--- config.mk ---
export PLATFORM = sky130hd
export DESIGN_NAME = wbc_queue
export DESIGN_NICKNAME = d
export VERILOG_FILES = /design/src/wbc_pkg.sv /design/src/wbc_queue.sv
export SDC_FILE = /design/constraint.sdc
export NUM_CORES = 1
export LEC_CHECK = 0
export BUFFER_PORTS_ARGS = -buffer_cell sky130_fd_sc_hd__buf_2
export CAP_MARGIN = 25
export CORE_ASPECT_RATIO = 0.9
export CORE_MARGIN = 2
export CORE_UTILIZATION = 61
export CTS_CLUSTER_DIAMETER = 40
export DETAILED_ROUTE_END_ITERATION = 8
export GPL_TIMING_DRIVEN = 0
export PLACE_DENSITY = 0.84
export SLEW_MARGIN = 40
export SYNTH_ARGS = -nofsm -noshare
export SYNTH_HDL_FRONTEND = slang
export SYNTH_SLANG_ARGS = --single-unit
--- constraint.sdc ---
create_clock -name i_clk -period 4.96 [get_ports i_clk]
set_clock_uncertainty 0.15 [all_clocks]
set_input_delay 0.496 -clock i_clk [delete_from_list [all_inputs] [get_ports i_clk]]
set_output_delay 0.496 -clock i_clk [all_outputs]
set_load 0.02 [all_outputs]
--- src/wbc_pkg.sv ---
// Package of the water block object classifier: verdict and register codes,
// configuration and queue types, and the divider step function.
// Depends on nothing; every other file of the block uses it.
package wbc_pkg;

    // Verdict codes of a result.
    typedef enum logic [2:0] {
        V_OBJECT = 3'd0,
        V_BLUISH = 3'd1,
        V_PALE   = 3'd2,
        V_DARK   = 3'd3,
        V_LOW    = 3'd4
    } t_verdict;

    // Register indexes of the configuration port.
    typedef enum logic [2:0] {
        REG_HUE_MEAN   = 3'd0,
        REG_HUE_SPREAD = 3'd1,
        REG_SAT_MEAN   = 3'd2,
        REG_SAT_SPREAD = 3'd3,
        REG_VAL_MEAN   = 3'd4,
        REG_VAL_SPREAD = 3'd5,
        REG_STRICT_THR = 3'd6,
        REG_RELAX_THR  = 3'd7
    } t_reg_idx;

    // Divider geometry: 40-bit numerator, 16-bit divisor, 24-bit quotient.
    localparam int DIV_QW     = 24;
    localparam int DIV_RW     = 16;
    localparam int DIV_NW     = DIV_QW + DIV_RW;
    localparam int DIV_STAGES = DIV_QW;

    // Queue between the front and the back.
    localparam int QDEPTH = 4;
    localparam int QAW    = $clog2(QDEPTH);

    // Color thresholds.
    localparam logic [7:0]  MIN_WHITE_V  = 8'd180;
    localparam logic [7:0]  MIN_SAT_S    = 8'd11;
    localparam logic [7:0]  DARK_V       = 8'd85;
    localparam logic [9:0]  FULL_SUM     = 10'd765;
    localparam logic [2:0]  BLUE_MARGIN  = 3'd5;
    localparam logic [15:0] SAT_FLOOR_FX = 16'd7680;

    typedef struct packed {
        logic [15:0] hue_mean;
        logic [15:0] hue_spread;
        logic [15:0] sat_mean;
        logic [15:0] sat_spread;
        logic [15:0] val_mean;
        logic [15:0] val_spread;
        logic [15:0] strict_thr;
        logic [15:0] relax_thr;
    } t_cfg;

    // One classified block as it travels from the front to the back.
    typedef struct packed {
        logic       mode;
        t_verdict   verdict;
        logic [7:0] sat;
        logic [7:0] hue;
        logic [7:0] val;
    } t_qent;

    // Queue status seen by both sides.
    typedef struct packed {
        logic full;
        logic empty;
    } t_qstat;

    // One restoring division step: returns {remainder, shifted low bits}.
    function automatic logic [DIV_NW-1:0] div_step(input logic [DIV_RW-1:0] rem,
                                                   input logic [DIV_QW-1:0] low,
                                                   input logic [DIV_RW-1:0] den);
        logic [DIV_RW:0]   trial;
        logic [DIV_RW:0]   diff;
        logic              q;
        logic [DIV_RW-1:0] nrem;
        trial = {rem, low[DIV_QW-1]};
        diff  = trial - {1'b0, den};
        q     = (trial >= {1'b0, den});
        nrem  = q ? diff[DIV_RW-1:0] : trial[DIV_RW-1:0];
        return {nrem, low[DIV_QW-2:0], q};
    endfunction

endpackage

--- src/wbc_queue.sv ---
// Short queue of classified blocks between the front and the back.
// Depends on wbc_pkg for the entry type and depth.
module wbc_queue (
    input  logic            i_clk,
    input  logic            i_rst_n,
    input  logic            i_push,
    input  wbc_pkg::t_qent  i_ent,
    input  logic            i_pop,
    output wbc_pkg::t_qent  o_ent,
    output wbc_pkg::t_qstat o_qstat
);

    wbc_pkg::t_qent        r_mem [wbc_pkg::QDEPTH];
    logic [wbc_pkg::QAW-1:0] r_wptr, r_rptr;
    logic [wbc_pkg::QAW:0]   r_count;

    assign o_qstat.full  = (r_count == (wbc_pkg::QAW+1)'(wbc_pkg::QDEPTH));
    assign o_qstat.empty = (r_count == '0);
    assign o_ent         = r_mem[r_rptr];

    // Pointers and fill count.
    always_ff @(posedge i_clk) begin
        if (!i_rst_n) begin
            r_wptr  <= '0;
            r_rptr  <= '0;
            r_count <= '0;
        end else begin
            if (i_push) r_wptr <= r_wptr + 1'b1;
            if (i_pop)  r_rptr <= r_rptr + 1'b1;
            if (i_push && !i_pop) r_count <= r_count + 1'b1;
            else if (!i_push && i_pop) r_count <= r_count - 1'b1;
        end
    end

    // Entry storage.
    always_ff @(posedge i_clk) begin
        if (i_push) r_mem[r_wptr] <= i_ent;
    end

endmodule

==> results.json <==
{
  "report.final.hold_viol_count": 0,
  "grt_first_pass_wirelength_mm": 13.2,
  "cts.path.max_buffers": 2,
  "hold_path_class": "input pin to register",
  "path_clk_slew_ns": 0.06,
  "maxSlewHeadroom": 0.492,
  "rows": 29,
  "worst-slew-pin-transition_ns": 0.762,
  "ir_worst_vdd_uv": 310,
  "rsz_0062_raised_after_global_routing": "no",
  "power_total_uw": 2700,
  "final_critical_path_required_period_ns": 2.62,
  "clk_latency_ns": 0.51,
  "critical_path.endpoint_type": "output pin",
  "route.detailed.drc": 0,
  "placer_s_final_routability_congestion_estimate": 0.648,
  "yosys_warnings": 0,
  "core_region_area_um2": 7110,
  "run_status": "finished, final reports clean",
  "routedWlPerCell_um": 23.1,
  "synth_fp_nets": 227,
  "critPathKind": "register to output pin",
  "grt_use_total": 0.242,
  "timing.final.setup_violations": 0,
  "worst_r2r_startpoint": "r_wptr[0]",
  "power.density_nw_per_um2": 479,
  "final_layout_size_suffix_gt1_frac": 0.439,
  "io_pins": 62,
  "floorplan.initialDensity": 0.638,
  "vias": 2197,
  "cts.repair_timing.setup_buffer_count": 0,
  "flow.area_growth_from_synthesis_pct": 24.4,
  "synthDistinctLibCells": 21,
  "power.leakage_uw": 0.00202,
  "place_hpwl_mm": 4.78,
  "drt_first_iter_violations": 158,
  "global_route.usage.met1": 0.328,
  "antenna_found_initial": 0,
  "number_of_cells_on_the_worst_hold_path": 1,
  "worst_ep_arrival_time_ns": 1.97,
  "rrSetupSlack_ns": 3.12,
  "critical_path_peak_fanout": 10,
  "synth.avg_cell_area_um2": 24.0,
  "die_width_um": 94.9,
  "grt_use_met2": 0.371,
  "tritoncts_buffer_count": 17,
  "drt_wl_total_mm": 8.72,
  "grt-ovfl-total": 0,
  "cts-hold-fix-buffers": 0,
  "critical_path.startpoint_type": "register",
  "finish.net_count": 310,
  "diodes": 0,
  "fin_tns_setup_ns": 0,
  "synth_area_um2": 4540,
  "ys_seq_elements": 121,
  "grt_util_met3": 0.102,
  "hold_path_end": "r_mem[3][1]",
  "die-area_um2": 8140,
  "vias_in_the_first_global_route": 2258,
  "die_y_um": 85.8,
  "cts-resized-gates": 0,
  "post_detailed_route_via_to_cell_ratio": 5.81,
  "reg2regPathDepth": 2,
  "holdCritStartpoint": "i_ent[1]",
  "slew_viol_final": 0,
  "global_route.peak_usage_layer": "met2",
  "worstPathRequired_ns": 4.31,
  "fmaxAchievable_mhz": 382,
  "post_synth_inst_count": 189,
  "clock_tree_from_tritoncts": "done",
  "drt_first_pass_iters": 4,
  "clkSinkCount": 121,
  "grt_max_degree": 29,
  "ys_seq_area_frac": 0.781,
  "final_min_period_over_clock_period": 0.528,
  "final_antenna_net_count": 0,
  "placement.io_buffers": 61,
  "worst_r2r_end": "r_mem[3][25]",
  "max_cap_violations": 0,
  "cts.root.buffer_cell": "sky130_fd_sc_hd__clkbuf_8",
  "h_tree_level_count": 4
}
## sequential cells by signal (all words and copies together) (netlist names), named ones only
register,cells
r_count,3
r_mem,112
r_rptr,2
r_wptr,2
## power breakdown
group          internal [uW]  leakage (uW)  switching, uW
Sequential              1170       0.00110           20.7
Combinational            120      0.000628            154
Clock                    808      0.000286            428
## cells by family (layout without fill, tap and decap cells)
kind of cell / after synthesis / after routing / synth area share
flops: 121 / 121 / 0.781
mux: 30 / 30 / 0.150
simple gates: 15 / 15 / 0.0201
buf+inv: 10 / 106 / 0.0179
fa+ha+maj: 6 / 6 / 0.0182
xor+xnor: 5 / 5 / 0.00966
compound gates: 2 / 2 / 0.00276
## through the flow
| step | area [um2] | std cells | hold WS (ns) | setup slack (ns) | util |
|---|---|---|---|---|---|
| finish | 5640 | 378 | 0.0480 | 2.34 | 0.793 |
| global route | 5640 | 378 | 0.0260 | 2.24 | 0.793 |
| CTS | 5640 | 378 | 0.0229 | 2.29 | 0.793 |
| detailed placement | 5040 | 346 | 0.354 | 2.81 | 0.709 |
| global placement | 4960 | 343 | 0.342 | 2.56 | 0.697 |
| floorplan | 4540 | 189 | 0.322 | 3.04 | - |
## synthesized netlist by cell type (all sizes together)
library cell  count  area (um2)
edfxtp          112        3360
dfxtp             9         180
xor2              3        26.3
or3               1        6.26
inv               4        15.0
fa                1        20.0
mux4             28         661
o21ai             1        5.00
nor3              1        5.00
buf               6        66.3
mux2i             2        20.0
ha                5        62.6
nand2             1        3.75
and2              9        56.3
nor3b             1        7.51
nor2b             2        12.5
xnor2             2        17.5
a21boi            1        7.51
## placed cells by master (no fill, tap or decap), types with 2 or more instances in the layout
cell type / Yosys / routed
sky130_fd_sc_hd__and2_1: 9 / 5
sky130_fd_sc_hd__and2_2: 0 / 4
sky130_fd_sc_hd__buf_12: 2 / 2
sky130_fd_sc_hd__buf_16: 0 / 3
sky130_fd_sc_hd__buf_2: 3 / 64
sky130_fd_sc_hd__bufinv_16: 0 / 4
sky130_fd_sc_hd__clkbuf_16: 0 / 16
sky130_fd_sc_hd__clkinv_2: 0 / 6
sky130_fd_sc_hd__clkinvlp_4: 0 / 4
sky130_fd_sc_hd__dfxtp_1: 9 / 9
sky130_fd_sc_hd__edfxtp_1: 112 / 112
sky130_fd_sc_hd__ha_1: 5 / 5
sky130_fd_sc_hd__inv_1: 4 / 4
sky130_fd_sc_hd__mux2i_1: 2 / 2
sky130_fd_sc_hd__mux4_1: 8 / 8
sky130_fd_sc_hd__mux4_2: 20 / 20
sky130_fd_sc_hd__nor2b_1: 2 / 2
sky130_fd_sc_hd__xnor2_1: 2 / 2
sky130_fd_sc_hd__xor2_1: 3 / 3
## how the worst max path moves through the flow
stage                        endpoint  depth (start not counted)
after detailed placement   r_count[2]                          7
after global placement    r_mem[0][6]                          2
final                       o_ent[16]                          4
after floorplan            r_count[2]                          7
after CTS                   o_ent[16]                          4
after global routing        o_ent[16]                          4
## layer usage
| metal | routed length, um | vias up |
|---|---|---|
| li1 | - | 952 |
| met1 | 3710 | 1165 |
| met2 | 4460 | 76 |
| met3 | 507 | 4 |
| met4 | 43 | 0 |
| met5 | 0 | - |
## critical path, cell delays in order, from the launching register on
cell,delay (ns)
sky130_fd_sc_hd__dfxtp_1,0.32
sky130_fd_sc_hd__buf_2,0.26
sky130_fd_sc_hd__buf_2,0.33
sky130_fd_sc_hd__mux4_2,0.37
sky130_fd_sc_hd__buf_2,0.18
## cell type report
class	instances	area (um2)
clock buffers	18	418
clock inverters	14	180
multi-input cells	58	916
inverters	4	15.0
flip-flops and latches	121	3540
repair buffers	64	388
fillers	356	1470
well taps	93	116
plain buffers	6	66.3
Note: power is estimated with default switching activity, not from simulation.
