--- config.mk ---
export PLATFORM = sky130hd
export DESIGN_NAME = wbc_front
export DESIGN_NICKNAME = d
export VERILOG_FILES = /design/src/wbc_pkg.sv /design/src/wbc_div.sv /design/src/wbc_front.sv
export SDC_FILE = /design/constraint.sdc
export NUM_CORES = 2
export LEC_CHECK = 0
export BUFFER_PORTS_ARGS = -buffer_cell sky130_fd_sc_hd__buf_2
export CORE_MARGIN = 2
export CORE_UTILIZATION = 55
export CTS_CLUSTER_DIAMETER = 50
export DETAILED_ROUTE_END_ITERATION = 12
export PLACE_DENSITY = 0.8
export SYNTH_ARGS = -nofsm -noshare
export SYNTH_HDL_FRONTEND = slang
export SYNTH_HIERARCHICAL = 1
export SYNTH_SLANG_ARGS = --single-unit
--- constraint.sdc ---
create_clock -name i_clk -period 93.3 [get_ports i_clk]
set_input_delay 9.33 -clock i_clk [delete_from_list [all_inputs] [get_ports i_clk]]
set_output_delay 9.33 -clock i_clk [all_outputs]
set_load 0.1 [all_outputs]
--- src/wbc_pkg.sv ---
// Package of the water block object classifier: verdict and register codes,
// configuration and queue types, and the divider step function.
// Depends on nothing; every other file of the block uses it.
package wbc_pkg;

    // Verdict codes of a result.
    typedef enum logic [2:0] {
        V_OBJECT = 3'd0,
        V_BLUISH = 3'd1,
        V_PALE   = 3'd2,
        V_DARK   = 3'd3,
        V_LOW    = 3'd4
    } t_verdict;

    // Register indexes of the configuration port.
    typedef enum logic [2:0] {
        REG_HUE_MEAN   = 3'd0,
        REG_HUE_SPREAD = 3'd1,
        REG_SAT_MEAN   = 3'd2,
        REG_SAT_SPREAD = 3'd3,
        REG_VAL_MEAN   = 3'd4,
        REG_VAL_SPREAD = 3'd5,
        REG_STRICT_THR = 3'd6,
        REG_RELAX_THR  = 3'd7
    } t_reg_idx;

    // Divider geometry: 40-bit numerator, 16-bit divisor, 24-bit quotient.
    localparam int DIV_QW     = 24;
    localparam int DIV_RW     = 16;
    localparam int DIV_NW     = DIV_QW + DIV_RW;
    localparam int DIV_STAGES = DIV_QW;

    // Queue between the front and the back.
    localparam int QDEPTH = 4;
    localparam int QAW    = $clog2(QDEPTH);

    // Color thresholds.
    localparam logic [7:0]  MIN_WHITE_V  = 8'd180;
    localparam logic [7:0]  MIN_SAT_S    = 8'd11;
    localparam logic [7:0]  DARK_V       = 8'd85;
    localparam logic [9:0]  FULL_SUM     = 10'd765;
    localparam logic [2:0]  BLUE_MARGIN  = 3'd5;
    localparam logic [15:0] SAT_FLOOR_FX = 16'd7680;

    typedef struct packed {
        logic [15:0] hue_mean;
        logic [15:0] hue_spread;
        logic [15:0] sat_mean;
        logic [15:0] sat_spread;
        logic [15:0] val_mean;
        logic [15:0] val_spread;
        logic [15:0] strict_thr;
        logic [15:0] relax_thr;
    } t_cfg;

    // One classified block as it travels from the front to the back.
    typedef struct packed {
        logic       mode;
        t_verdict   verdict;
        logic [7:0] sat;
        logic [7:0] hue;
        logic [7:0] val;
    } t_qent;

    // Queue status seen by both sides.
    typedef struct packed {
        logic full;
        logic empty;
    } t_qstat;

    // One restoring division step: returns {remainder, shifted low bits}.
    function automatic logic [DIV_NW-1:0] div_step(input logic [DIV_RW-1:0] rem,
                                                   input logic [DIV_QW-1:0] low,
                                                   input logic [DIV_RW-1:0] den);
        logic [DIV_RW:0]   trial;
        logic [DIV_RW:0]   diff;
        logic              q;
        logic [DIV_RW-1:0] nrem;
        trial = {rem, low[DIV_QW-1]};
        diff  = trial - {1'b0, den};
        q     = (trial >= {1'b0, den});
        nrem  = q ? diff[DIV_RW-1:0] : trial[DIV_RW-1:0];
        return {nrem, low[DIV_QW-2:0], q};
    endfunction

endpackage

--- src/wbc_div.sv ---
// Pipelined restoring divider, one quotient bit per stage.
// Depends on wbc_pkg for its geometry and step function.
module wbc_div (
    input  logic                          i_clk,
    input  logic                          i_en,
    input  logic [wbc_pkg::DIV_NW-1:0]    i_num,
    input  logic [wbc_pkg::DIV_RW-1:0]    i_den,
    output logic [wbc_pkg::DIV_QW-1:0]    o_quot
);

    logic [wbc_pkg::DIV_RW-1:0] r_rem [wbc_pkg::DIV_STAGES];
    logic [wbc_pkg::DIV_QW-1:0] r_low [wbc_pkg::DIV_STAGES];
    logic [wbc_pkg::DIV_RW-1:0] r_den [wbc_pkg::DIV_STAGES];

    // Each stage takes one numerator bit into the remainder.
    for (genvar k = 0; k < wbc_pkg::DIV_STAGES; k++) begin : g_stage
        logic [wbc_pkg::DIV_NW-1:0] n_step;
        if (k == 0) begin : g_first
            assign n_step = wbc_pkg::div_step(i_num[wbc_pkg::DIV_NW-1:wbc_pkg::DIV_QW],
                                              i_num[wbc_pkg::DIV_QW-1:0], i_den);
            always_ff @(posedge i_clk) begin
                if (i_en) begin
                    r_den[k] <= i_den;
                end
            end
        end else begin : g_next
            assign n_step = wbc_pkg::div_step(r_rem[k-1], r_low[k-1], r_den[k-1]);
            always_ff @(posedge i_clk) begin
                if (i_en) begin
                    r_den[k] <= r_den[k-1];
                end
            end
        end
        always_ff @(posedge i_clk) begin
            if (i_en) begin
                r_rem[k] <= n_step[wbc_pkg::DIV_NW-1:wbc_pkg::DIV_QW];
                r_low[k] <= n_step[wbc_pkg::DIV_QW-1:0];
            end
        end
    end

    assign o_quot = r_low[wbc_pkg::DIV_STAGES-1];

endmodule

--- src/wbc_front.sv ---
// Front of the classifier: takes a block color, finds hue, saturation and
// value, and decides the early rejects. Depends on wbc_pkg and wbc_div.
module wbc_front (
    input  logic           i_clk,
    input  logic           i_rst_n,
    input  logic           i_valid,
    output logic           o_stall,
    input  logic [7:0]     i_red,
    input  logic [7:0]     i_green,
    input  logic [7:0]     i_blue,
    input  logic           i_mode,
    input  wbc_pkg::t_qstat i_qstat,
    output logic           o_push,
    output wbc_pkg::t_qent o_ent
);

    typedef struct packed {
        logic       mode;
        logic       bluish;
        logic [7:0] val;
    } t_fside;

    logic       en;
    logic       r_f0_valid;
    logic [7:0] r_red, r_green, r_blue;
    logic       r_mode;
    logic [wbc_pkg::DIV_STAGES-1:0] r_valid;
    t_fside     r_side [wbc_pkg::DIV_STAGES];

    logic [7:0]  mx, mn, d;
    logic [9:0]  sum;
    logic [17:0] lhs_g, lhs_r, rhs;
    logic        bluish;
    logic [15:0] t, sat_num;
    logic [15:0] sat_den, hue_den;
    logic [wbc_pkg::DIV_QW-1:0] sat_q, hue_q;
    t_fside      last;

    // The front moves unless its finished item cannot enter the queue.
    assign en      = !r_valid[wbc_pkg::DIV_STAGES-1] || !i_qstat.full;
    assign o_stall = !en;
    assign o_push  = r_valid[wbc_pkg::DIV_STAGES-1] && !i_qstat.full;

    // Input stage.
    always_ff @(posedge i_clk) begin
        if (!i_rst_n) begin
            r_f0_valid <= 1'b0;
        end else if (en) begin
            r_f0_valid <= i_valid;
        end
    end

    always_ff @(posedge i_clk) begin
        if (en) begin
            r_red   <= i_red;
            r_green <= i_green;
            r_blue  <= i_blue;
            r_mode  <= i_mode;
        end
    end

    // Extremes, the bluish test and the hue numerator.
    always_comb begin
        mx = (r_red > r_green) ? r_red : r_green;
        if (r_blue > mx) mx = r_blue;
        mn = (r_red < r_green) ? r_red : r_green;
        if (r_blue < mn) mn = r_blue;
        d   = mx - mn;
        sum = 10'(r_red) + 10'(r_green) + 10'(r_blue);

        lhs_g  = 18'(wbc_pkg::FULL_SUM) * 18'(r_blue - r_green);
        lhs_r  = 18'(wbc_pkg::FULL_SUM) * 18'(r_blue - r_red);
        rhs    = 18'(wbc_pkg::BLUE_MARGIN) * 18'(sum);
        bluish = (sum != 10'd0) && (r_blue > r_green) && (r_blue > r_red)
                 && (lhs_g >= rhs) && (lhs_r >= rhs);

        if (r_red == mx) begin
            if (r_green >= r_blue) t = 16'd30 * 16'(r_green - r_blue);
            else t = 16'd180 * 16'(d) - 16'd30 * 16'(r_blue - r_green);
        end else if (r_green == mx) begin
            if (r_blue >= r_red) t = 16'd60 * 16'(d) + 16'd30 * 16'(r_blue - r_red);
            else t = 16'd60 * 16'(d) - 16'd30 * 16'(r_red - r_blue);
        end else begin
            if (r_red >= r_green) t = 16'd120 * 16'(d) + 16'd30 * 16'(r_red - r_green);
            else t = 16'd120 * 16'(d) - 16'd30 * 16'(r_green - r_red);
        end

        sat_num = 16'd255 * 16'(d);
        sat_den = (mx == 8'd0) ? 16'd1 : 16'(mx);
        hue_den = (d == 8'd0) ? 16'd1 : 16'(d);
    end

    wbc_div u_sat_div (
        .i_clk  (i_clk),
        .i_en   (en),
        .i_num  (wbc_pkg::DIV_NW'(sat_num)),
        .i_den  (sat_den),
        .o_quot (sat_q)
    );

    wbc_div u_hue_div (
        .i_clk  (i_clk),
        .i_en   (en),
        .i_num  (wbc_pkg::DIV_NW'(t)),
        .i_den  (hue_den),
        .o_quot (hue_q)
    );

    // Side data travels beside the dividers.
    always_ff @(posedge i_clk) begin
        if (!i_rst_n) begin
            r_valid <= '0;
        end else if (en) begin
            r_valid <= {r_valid[wbc_pkg::DIV_STAGES-2:0], r_f0_valid};
        end
    end

    always_ff @(posedge i_clk) begin
        if (en) begin
            r_side[0] <= '{mode: r_mode, bluish: bluish, val: mx};
            for (int k = 1; k < wbc_pkg::DIV_STAGES; k++) begin
                r_side[k] <= r_side[k-1];
            end
        end
    end

    // Early verdict: bluish, then pale in strict mode, then dark.
    always_comb begin
        last        = r_side[wbc_pkg::DIV_STAGES-1];
        o_ent.mode  = last.mode;
        o_ent.sat   = sat_q[7:0];
        o_ent.hue   = hue_q[7:0];
        o_ent.val   = last.val;
        if (last.bluish) begin
            o_ent.verdict = wbc_pkg::V_BLUISH;
        end else if (!last.mode && sat_q[7:0] <= wbc_pkg::MIN_SAT_S
                     && last.val < wbc_pkg::MIN_WHITE_V) begin
            o_ent.verdict = wbc_pkg::V_PALE;
        end else if (last.val < wbc_pkg::DARK_V) begin
            o_ent.verdict = wbc_pkg::V_DARK;
        end else begin
            o_ent.verdict = wbc_pkg::V_OBJECT;
        end
    end

endmodule

==> results_dict.tcl <==
set metrics [dict create \
    wl_um 274000 \
    crit_fanout 61 \
    endpoint_kind "output pin" \
    timing_worst_setup_path_type "input port to output pin" \
    drv_cap 0 \
    tns_ns 0 \
    place.port_buffers 57 \
    critPathRequiredTime_ns 83.97 \
    grt_pass1_wl_um 442000 \
    reg2reg_slack_ns 81.50 \
    via_per_inst 5.69 \
    root_buffer "clkbuf_16" \
    fin_skew_ns 0.0559 \
    fin_crit_ns 20.63 \
    place_ws_ns 72.61 \
    worstReg2RegEnd "u_hue_div/r_low[0][15]$_DFFE_PP_" \
    hold_path.class "flip-flop to flip-flop" \
    worstMarginPinSlew_ns 1.08 \
    drc 0 \
    die_w_um 501 \
    drive_gt1_frac 0.0869 \
    fillers 18600 \
    insertion_delay_ns 0.93 \
    dpl.hpwl_um 203000 \
    hold_violations 0 \
    rows 182 \
    syn_inst 11300 \
    wire_per_inst_um 18.1 \
    grtUsageTotal 0.216 \
    finalCritPeriodShare 0.221 \
    min_from "u_hue_div/r_low[8][21]$_DFFE_PP_" \
    die_h_um 501 \
    slew_violations 0 \
    r2r-start "r_red[7]$_DFFE_PN_" \
    cts_sinks 2386 \
    h-tree-depth 5 \
    max_slew_margin 0.271 \
    setup_viol 0 \
    grt_start_max_net_pins 185 \
    numCtsBuffers 301 \
    worst_slack_ns 72.67 \
    post_cts_buffers 0 \
    holdWs_ns 0.379 \
    whs_path_depth 0 \
    die_area_um2 251000 \
    grt_antenna_before_repair 3 \
    final_nets 13100 \
    cts_max_path_buffers 4 \
    first_pass_iters 6 \
    num_vias 85800 \
    rsz0062_at_grt "no" \
    cp-start-kind "input port" \
    gp_congestion 0.948 \
    clkTransAtPathRegs_ns 0.06 \
    avgSynthCellArea_um2 12.0 \
    status "complete, no violations" \
    worstRegToRegCells 38 \
    netlist_area_um2 136000 \
    cts_tree "built" \
    first_global_vias 86700 \
    first_iter_violations 5795 \
    io_pins 60 \
    multi_input_area_um2 58500 \
    cts_resized 0 \
    worstHoldEndpoint "u_hue_div/r_low[9][22]$_DFFE_PP_" \
    ant_nets 0 \
    hold_buffers 0 \
    arrival_ns 11.30 \
    yosys_warnings 6 \
    grt_overflow 0 \
    regArea_um2 71400 \
    initial_core_util 0.552 \
    core_um2 245000 \
    fmax_ghz 0.0485 \
    area_growth_pct 10.3 \
]
flip-flops by register name, summed over array words and instances (netlist names):
| signal | count |
|---|---|
| r_blue | 8 |
| r_f0_valid | 1 |
| r_green | 8 |
| r_mode | 1 |
| r_red | 8 |
| r_side | 240 |
| r_valid | 24 |
| u_hue_div/r_den | 368 |
| u_hue_div/r_low | 312 |
| u_hue_div/r_rem | 368 |
| u_sat_div/r_den | 368 |
| u_sat_div/r_low | 312 |
| u_sat_div/r_rem | 368 |
layout by cell type, fill, tap and decap left out, drive strengths merged, types with 60 or more instances in the layout:
cell type and n:
edfxtp 2361, inv 1432, ha 1192, a21oi 697, o21ai 668, nand2 628, nor2 586, xnor2 479
mux2 385, clkbuf 343, xor2 253, a21o 251, fa 247, o21a 172, nor3 158, nor2b 155
nand4 138, nand2b 128, buf 116, conb 113, nand3 111, o21bai 101, clkinv 98, mux2i 87
a31oi 85, a211oi 80, o31ai 78, a21boi 60
worst max-delay path, cell delays in order:
cell,delay [ns]
buf_2,0.12
nand2_4,0.53
clkinv_1,0.78
buf_2,0.52
per-layer routing:
metal  vias up  track usage  share of wire
met3       660       0.0263          0.039
met5         -            0              0
met1     41300        0.262           0.41
met2      2178        0.388           0.51
li1      41600            -              -
met4         0       0.0913          0.043
worst max path at each step:
stage | startpoint | to | slack, ns | cells after the start
3_5_place_dp | i_qstat[1] | o_stall | 72.61 | 4
6_report | i_qstat[1] | o_stall | 72.67 | 4
2_1_floorplan | i_qstat[1] | r_blue[0]$_DFFE_PN_ | 16.63 | 2
3_3_place_gp | i_qstat[1] | o_stall | 72.72 | 4
4_1_cts | i_qstat[1] | o_stall | 72.61 | 4
5_1_grt | i_qstat[1] | o_stall | 72.39 | 4
final cells by class:
cell class / instances / share of cell area
clock buffer: 343 / 0.0518
clock inverter: 181 / 0.0124
antenna: 1 / 0.0000167
timing repair buffer: 116 / 0.00520
multi-input combinational: 7439 / 0.391
sequential: 2386 / 0.477
inverter: 1397 / 0.0351
tap: 3220 / 0.0269
stage by stage:
stage | utilization | cells | instance area, um^2
after floorplan | - | 11400 | 136000
after global placement | 0.570 | 14600 | 140000
after detailed placement | 0.570 | 14600 | 140000
after CTS | 0.609 | 15100 | 150000
after global routing | 0.609 | 15100 | 150000
final | 0.609 | 15100 | 150000
Power is left out: the tool's default activity adds up to more than one toggle a clock period on the data nets, which glitch-free logic cannot reach.
